**src/sv/npc_pkg.sv**
```systemverilog
`timescale 1ns / 1ps
// Shared types and constants of the nearest palette color search.
package npc_pkg;

  localparam int PaletteDepth = 256;
  localparam int IdxW         = $clog2(PaletteDepth);
  localparam int CountW       = $clog2(PaletteDepth + 1);
  localparam int CfgW         = 9;
  localparam int CompW        = 16;
  localparam int ByteW        = 8;
  localparam int SqW          = 2 * ByteW;
  localparam int DistW        = SqW + 2;
  localparam int QueueDepth   = 4;
  localparam int QPtrW        = $clog2(QueueDepth);
  localparam int QCntW        = $clog2(QueueDepth + 1);

  typedef enum logic {
    ReqLoad  = 1'b0,
    ReqQuery = 1'b1
  } req_kind_e;

  typedef struct packed {
    logic [ByteW-1:0] red;
    logic [ByteW-1:0] green;
    logic [ByteW-1:0] blue;
  } color_t;

  typedef struct packed {
    req_kind_e       kind;
    logic [IdxW-1:0] index;
    color_t          color;
  } req_t;

  typedef struct packed {
    logic full;
    logic empty;
  } queue_status_t;

  typedef enum logic [2:0] {
    StIdle  = 3'b001,
    StScan  = 3'b010,
    StDrain = 3'b100
  } back_state_e;

endpackage

```
**src/sv/npc_queue.sv**
```systemverilog
`timescale 1ns / 1ps
// Short request queue between the front end and the search engine.
module npc_queue import npc_pkg::*; (
  input  logic          clk_i,
  input  logic          rst_ni,
  input  logic          push_i,
  input  req_t          push_req_i,
  input  logic          pop_i,
  output req_t          head_o,
  output queue_status_t status_o
);

  req_t             entries_q [QueueDepth];
  logic [QPtrW-1:0] wr_ptr_q, rd_ptr_q;
  logic [QCntW-1:0] cnt_q;

  assign status_o.full  = (cnt_q == QCntW'(QueueDepth));
  assign status_o.empty = (cnt_q == '0);
  assign head_o         = entries_q[rd_ptr_q];

  always_ff @(posedge clk_i) begin
    if (push_i) begin
      entries_q[wr_ptr_q] <= push_req_i;
    end
  end

  always_ff @(posedge clk_i or negedge rst_ni) begin
    if (!rst_ni) begin
      wr_ptr_q <= '0;
      rd_ptr_q <= '0;
      cnt_q    <= '0;
    end else begin
      if (push_i) begin
        wr_ptr_q <= wr_ptr_q + QPtrW'(1);
      end
      if (pop_i) begin
        rd_ptr_q <= rd_ptr_q + QPtrW'(1);
      end
      case ({push_i, pop_i})
        2'b10:   cnt_q <= cnt_q + QCntW'(1);
        2'b01:   cnt_q <= cnt_q - QCntW'(1);
        default: cnt_q <= cnt_q;
      endcase
    end
  end

endmodule

```
**config.mk**
```make
export PLATFORM = sky130hd
export DESIGN_NAME = npc_queue
export DESIGN_NICKNAME = d
export VERILOG_FILES = /design/src/sv/npc_pkg.sv /design/src/sv/npc_queue.sv
export SDC_FILE = /design/constraint.sdc
export NUM_CORES = 1
export LEC_CHECK = 0
export ABC_AREA = 1
export BUFFER_PORTS_ARGS = -buffer_cell sky130_fd_sc_hd__buf_2
export CAP_MARGIN = 10
export CORE_MARGIN = 4
export CORE_UTILIZATION = 60
export CTS_CLUSTER_DIAMETER = 50
export CTS_CLUSTER_SIZE = 14
export DETAILED_ROUTE_END_ITERATION = 10
export PLACE_DENSITY = 0.83
export SYNTH_ARGS = -nofsm -noshare
export SYNTH_HDL_FRONTEND = slang
export SYNTH_SLANG_ARGS = --single-unit
```
**constraint.sdc**
```tcl
create_clock -name clk_i -period 3.6 [get_ports clk_i]
set_input_delay 0 -clock clk_i [delete_from_list [all_inputs] [get_ports clk_i]]
set_output_delay 0 -clock clk_i [all_outputs]
set_load 0.005 [all_outputs]
```
==> Yosys cells after proc, flatten, opt, wreduce, memory -nomap -nowiden <==
Memories as Yosys holds them, arrays and structs flattened.
Index checks and enable logic that the tools add are counted.
{ "word_totals": {"input_bits": 37, "n_memories": 1, "register_bits": 7, "mem_bits_rw": 132, "elab_cells": 16} }
{ "op_classes": {"mux": 3, "addsub": 4, "reduce_logical": 2, "eq_ne": 3} }
{ "memory_table": {"columns": ["memory", "depth", "width", "rd", "rd_ports_with_merged_regs", "write_ports", "line", "text"], "rows": [
  ["entries_q", 4, 33, 1, 0, 1, "npc_queue.sv:13", "req_t entries_q [QueueDepth];"]
]} }
{ "op_table": {"columns": ["operator", "n"], "rows": [
  ["3-bit case mux with 2 select lines", 1],
  ["2-bit by 1-bit adder with 2-bit output (second input constant)", 2],
  ["3-bit by 1-bit adder with 3-bit output (second input constant)", 1],
  ["3-bit equality test (second input constant)", 1],
  ["3-bit logical NOT", 1],
  ["3-bit by 1-bit subtractor with 3-bit output (second input constant)", 1],
  ["2-bit by 1-bit equality test with 1-bit output (second input constant)", 1],
  ["2-bit equality test (second input constant)", 1],
  ["1-bit two-way mux", 2],
  ["2-bit nonzero test", 1]
]} }

==> Logic depth before layout (Yosys ltp) <==
Gate-level depths: netlist (run 1).
{ "logic_depth": {"word_depth": 2, "depth_mapped": 10} }

==> Worst setup path after synthesis (run 1) <==
OpenSTA, ideal clock, no wires.
{ "synth_timing": {"path_type": "reg-to-reg", "start": "reg wr_ptr_q[0]", "end": "mem entries_q[2][0] (netlist name), enable pin", "setup_slack_ps": 1896, "path_buffers": 0, "required_ps": 3212, "setup_ps": 388, "period_less_slack_ps": 1704, "stages_incl_launch_ff": 5, "arrival_ps": 1316, "path_cell_list": "dfrtp_1 -> inv_1 -> ha_1 -> nand2_1 -> inv_1"} }
{ "synth_rtl": {"columns": ["element", "line", "text"], "rows": [
  ["start, declared", "npc_queue.sv:14", "logic [QPtrW-1:0] wr_ptr_q, rd_ptr_q;"],
  ["start signal, assigned", "npc_queue.sv:34", "wr_ptr_q <= wr_ptr_q + QPtrW'(1);"],
  ["end, declared", "npc_queue.sv:13", null]
]} }
Straight into the memory's write port.

==> run metrics, run 1 <==
skew final=0.005651 ns; Avg WL per Cell=between 15 and 20 um; vias=3613; number of synthesized register bits=139; PD cells=approximately 790 nW/um^2; grt met3 use=0.05960; clk slew on worst S/H paths=0.06 ns; synth top area cells=edfxtp_1 67%, o211ai_2 7.0%, nand2_1 6.1%; outcome=completed; Die X=107.0 um; Inserted Clock Buffers=17; Clock Sinks=~140; worst hold path type=input port to flip-flop; remaining global-route overflow=0; clock latency on the worst-skew pair=0.52 ns; sequential fraction of the synthesis area=0.7040; grt met2 use=0.3705; area of the multi-input gates=1257 um^2; # fillers=560; vias in the first global route=3798; Syn Std Cell Area=5879 um^2; # H-tree levels=4; Yosys top cell by area=edfxtp_1; share of the synthesized area in the top cell type=0.6742; Starting Density=0.6274; final core occ=0.7669; Nets=589; Die Ht=107.0 um; Syn. warnings=0; Worst setup SP type=flip-flop; Crit path buffers/inverters=2; fin cells=687; CTS tree=done; Post-Place Cells=about 620; Iter 0 DRT Violations=roughly 230; leakage=around 3.0 nW; Die ar.=11450 um^2; Clk Tree Root Cell=clkbuf_8; Ports=just over 70; port buffer count=71; postcts setup bufs=0; Peak Freq=0.4199 GHz; first-pass GRT wire length=18600 um; CP top delay family=flip-flops; CP cell instances=buf_4, nand2_1, o211ai_2, nand2_1, buf_2; ys async rst share=0.05036; peak supply drop=0.4670 mV; Post-DP Area=6280 um^2; Worst Max-Slew Pin Slew=0.7478 ns; antenna violations before repair=0; row count=35; crit path capture type=primary output; post-route cell area=7187 um^2; final wirelength=11190 um; library cells used by synthesis=20; ant diodes=0; Synth Instances=434; fin crit share=0.6616; Crit Path Class=flip-flop to primary output; post-synthesis net count=477; FF/Latch Area=between 4000 and 5000 um^2; busiest grt layer=met2; GRT Overall Usage=0.2149; unrepaired setup endpoints after global routing=no; drt drc=0; Top FF cell, synth=edfxtp_1; TritonRoute pass-1 iters=5; Final Setup Violations=0; CP max stage delay=0.90 ns; routing usage on met1=0.2561; Crit path top cell by count=nand2_1; Final min period=2.382 ns; syn avg cell area=13.55 um^2; ANT nets after route=0; Max Cap Violations=0; Setup TNS Final=0 ns; count of final max-slew check failures=0; final hold violations=0; most numerous cell in the Yosys netlist=edfxtp_1; number of synthesized flops with an enable pin=132; routability cong.=0.7292; core area=9371 um^2; DR vias/cell=about 5.3; Worst Path Arrival=2.38 ns; Power Total=5.652 mW; Critical Path RT=roughly 3.6 ns; share of cells above drive strength 1=0.2814; DP HPWL=6275 um; CTS Buffer Depth=2; largest fanout on the critical path=62; Post-synth top cells=132 x edfxtp_1, 96 x nand2_1, 79 x inv_1; largest net degree at the start of global routing=63; Layout area overhead=22.24%; relative slew slack=0.5015; Max stage delay cell, worst path=dfrtp_4
==> power breakdown <==
part	total [mW]	internal [mW]	switching, mW
clock network	1.57	0.912	0.659
logic	1.73	0.681	1.05
registers	2.35	2.13	0.226
total	5.65	3.72	1.93
==> final timing paths <==
check	startpoint	endpoint	slack, ns	depth (start not counted)
worst min-delay path	push_req_i[25]	entries_q[1][25]	0.23	2
max in group asynchronous	rst_ni	rd_ptr_q[0]	2.89	3
min in group asynchronous	rst_ni	cnt_q[2]	0.43	3
worst max register to register	wr_ptr_q[0]	entries_q[0][2]	1.66	5
worst min register to register	cnt_q[0]	cnt_q[0]	0.52	1
worst max-delay path	rd_ptr_q[0]	head_o[4]	1.22	5
==> registers in the layout, summed over array words and instances, names as in the netlist <==
name       count
rd_ptr_q       2
cnt_q          3
wr_ptr_q       2
entries_q    132
==> kinds of logic after synthesis <==
kind of cell	synth area share
DFF	0.7040
and+or+nand+nor	0.07980
buffers and inverters	0.08214
AOI/OAI and AO/OA	0.1141
adders and majority gates	0.01405
xor gates and xnor gates	0.005960
==> cell type report <==
type,instances,area share
tap,129,0.02246
clock buffer,17,0.05763
timing repair buffer,116,0.1093
inverter,80,0.04213
multi-input combinational,192,0.1750
clock inverter,14,0.01706
sequential,139,0.5764
==> routing by layer <==
layer  wire length [um]  up-vias
li1                   -     1714
met1               4488     1750
met2               5876      126
met3                584       23
met4                241        0
met5                  0        -
==> metrics by stage <==
step | worst slack [ns] | hold WS [ns]
after floorplan | 1.896 | -0.2956
after global placement | 1.685 | -0.1621
after detailed placement | 1.609 | -0.1582
after CTS | 1.171 | 0.2052
after global routing | 1.054 | 0.2219
final | 1.218 | 0.2290
==> what timing repair did <==
action / 4_1_cts / 5_1_grt
resized for setup: 0 / 0
setup endpoints to repair: 0 / 0
hold endpoints to repair: 146 / 0
hold buffers: 37 / 0
==> cells in the final DEF, fill, tap and decap left out <==
cell	n
edfxtp_1	132
nand2_1	96
inv_1	79
buf_2	71
dlygate4sd3_1	37
o211ai_2	33
o211ai_1	33
clkbuf_16	16
nand2_2	14
buf_4	8
clkinvlp_4	6
dfrtp_1	6
ha_1	5
inv_6	4
xor2_1	3
nor3_1	2
o21ai_0	2
clkinv_1	2
inv_4	1
xnor2_1	1
nand3_1	1
nand4_1	1
fa_1	1
clkbuf_8	1
clkinv_2	1
bufinv_16	1
dfrtp_4	1
Power figures use the tool's default switching activity.
==> inputs of run 2 (changes only) <==
--- a/config.mk
+++ b/config.mk
@@ -9,11 +9,11 @@
 export BUFFER_PORTS_ARGS = -buffer_cell sky130_fd_sc_hd__buf_2
 export CAP_MARGIN = 10
 export CORE_MARGIN = 4
-export CORE_UTILIZATION = 60
+export CORE_UTILIZATION = 58
 export CTS_CLUSTER_DIAMETER = 50
 export CTS_CLUSTER_SIZE = 14
 export DETAILED_ROUTE_END_ITERATION = 10
-export PLACE_DENSITY = 0.83
+export PLACE_DENSITY = 0.81
 export SYNTH_ARGS = -nofsm -noshare
 export SYNTH_HDL_FRONTEND = slang
 export SYNTH_SLANG_ARGS = --single-unit
==> constraint.sdc (replaced) <==
create_clock -name clk_i -period 2.25 [get_ports clk_i]
set_input_delay 0 -clock clk_i [delete_from_list [all_inputs] [get_ports clk_i]]
set_output_delay 0 -clock clk_i [all_outputs]
set_load 0.005 [all_outputs]
==> run 2 against run 1 <==
  * Clock skew up 0.00076 ns
  * Critical path depth did not move
  * Non-clock buffer count up 1
  * Sequential share of layout area fell by 0.85 points
  * Sequential power grew 58%
  * Hold slack gained 0.018 ns
  * Count of clock-buffer cells in the layout increased by 1
  * Cell area increased by 1.5%
  * Die area rose by 3.2%
  * Power is 65% higher
==> run metrics, run 2 (synthesized netlist as in run 1, its figures left out) <==
outcome=completed; Post-DP Area=~6400 um^2; Die Ht=108.7 um; post-route cell area=~7300 um^2; Resized cells post-CTS=0; Final min period=around 2.1 ns; Worst setup SP type=flip-flop; TritonRoute pass-1 iters=4; ANT nets after route=0; antenna violations before repair=0; Inserted Clock Buffers=17; count of final max-slew check failures=0; leakage=approximately 3.0 nW; unrepaired setup endpoints after global routing=no; largest fanout on the critical path=54; CP max stage delay=0.74 ns; routability cong.=0.7551; Die X=108.7 um; Sw Ratio=0.3293; Critical Path RT=roughly 2.3 ns; PD cells=1276 nW/um^2; vias=roughly 3600; final hold violations=0; Avg WL per Cell=16.73 um; row count=36; vias in the first global route=3731; Final Setup Violations=0; commonest cells after routing, fill and taps aside=132 x edfxtp_1, 96 x nand2_1, 79 x inv_1; Reg with most FFs=entries_q; switching pwr=3.065 mW; final wirelength=11560 um; crit path capture type=primary output; Logic pwr share=0.315; Internal=6.243 mW; Largest regs=entries_q (132), cnt_q (3); Max Cap Violations=0; drt drc=0; most common cell after layout, fill and taps aside=edfxtp_1; clk slew on worst S/H paths=approximately 0.05 ns; Worst Path Arrival=2.06 ns; FF/Latch Area=4143 um^2; Crit path top cell by count=nand2_1; peak supply drop=0.8624 mV; r2r worst-path depth=5; Setup WS pre-CTS=around 0.6 ns; Layout area overhead=24.07%; area of the multi-input gates=approximately 1300 um^2; post-route setup slack=0.1865 ns; Ports=72; skew final=0.006410 ns; CTS tree=done; Clock Sinks=139; port buffer count=71; Setup TNS Final=0 ns; clock latency on the worst-skew pair=roughly 0.51 ns; ant diodes=0; DR vias/cell=5.166; Peak Freq=around 0.48 GHz; remaining global-route overflow=0; Worst Max-Slew Pin Slew=0.5732 ns; worst hold path type=input port to flip-flop; largest net degree at the start of global routing=55; cell depth of the worst hold path=3; # H-tree levels=4; flop-to-flop setup slack=0.61 ns; DP HPWL=6732 um; first-pass GRT wire length=18570 um; # fillers=623; power share of the clock group=0.287; share of cells above drive strength 1=0.2832; Die ar.=11810 um^2; CTS Buffer Depth=2; fin crit share=0.9171; Max stage delay cell, worst path=dfrtp_4; Largest register FFs=132; Clk Tree Root Cell=clkbuf_8; core area=9819 um^2; Nets=590; relative slew slack=0.6178; Crit Path Class=flip-flop to primary output; Starting Density=0.5988; Iter 0 DRT Violations=221; GRT Overall Usage=0.2147; CP cell instances=buf_12, nand2_1, o211ai_1, nand2_1, buf_2; Flop pwr share=0.398
run 2: changes by cell type in the layout (fill, tap and decap cells not counted), sizes merged:
cell / before / now
buf: 79 / 80
bufinv: 1 / 3
clkbuf: 17 / 18
clkinv: 3 / 7
clkinvlp: 6 / 2
inv: 84 / 80
run 2: final cells by class:
class | instances | share of cell area
tap | 133 | 0.02281
timing repair buffer | 117 | 0.1173
clock buffer | 18 | 0.05729
sequential | 139 | 0.5679
multi-input combinational | 192 | 0.1724
inverter | 80 | 0.04151
clock inverter | 12 | 0.02075
run 2: path summary, 6_finish.rpt:
| path | start | endpoint |
|---|---|---|
| worst max-delay path | rd_ptr_q[0] | head_o[11] |
| worst min-delay path | pop_i | rd_ptr_q[0] |
| worst max register to register | wr_ptr_q[0] | entries_q[2][25] |
| worst min register to register | cnt_q[2] | cnt_q[2] |
| max in group asynchronous | rst_ni | rd_ptr_q[0] |
| min in group asynchronous | rst_ni | cnt_q[2] |
run 2: metal layers:
layer	global-route usage	up-vias	share of wire
met5	0	-	0
met4	0.07033	0	0.016
met3	0.06927	14	0.061
met2	0.3557	110	0.52
met1	0.2698	1725	0.41
li1	-	1721	-
run 2: power groups by stage:
stage          clock, mW  combinational (mW)  sequential [mW]
2_1_floorplan          0                2.12             3.58
3_5_place_dp           0                2.87             3.75
3_3_place_gp           0                2.77             3.72
4_1_cts             2.71                2.96             3.70
6_report            2.67                2.93             3.71
5_1_grt             2.83                3.27             3.76
run 2: repair_timing:
action	4_1_cts	5_1_grt
hold endpoints to repair	146	0
hold buffers	37	0
setup buffers	0	0
run 2: critical path, delay by kind of cell (launching register included):
family                 cells  cell delay, ns
buffers and inverters      2            0.46
AOI/OAI and AO/OA          1            0.12
and+or+nand+nor            2            0.22
DFF                        1            0.74
run 2: stage by stage:
stage / hold WS, ns / power [mW] / utilization / std cells
2_1_floorplan: -0.2956 / 5.704 / - / 434
3_3_place_gp: -0.1566 / 6.492 / 0.6472 / 624
3_5_place_dp: -0.1522 / 6.620 / 0.6472 / 624
4_1_cts: 0.2165 / 9.376 / 0.7429 / 691
5_1_grt: 0.2294 / 9.856 / 0.7429 / 691
6_report: 0.2470 / 9.308 / 0.7429 / 691
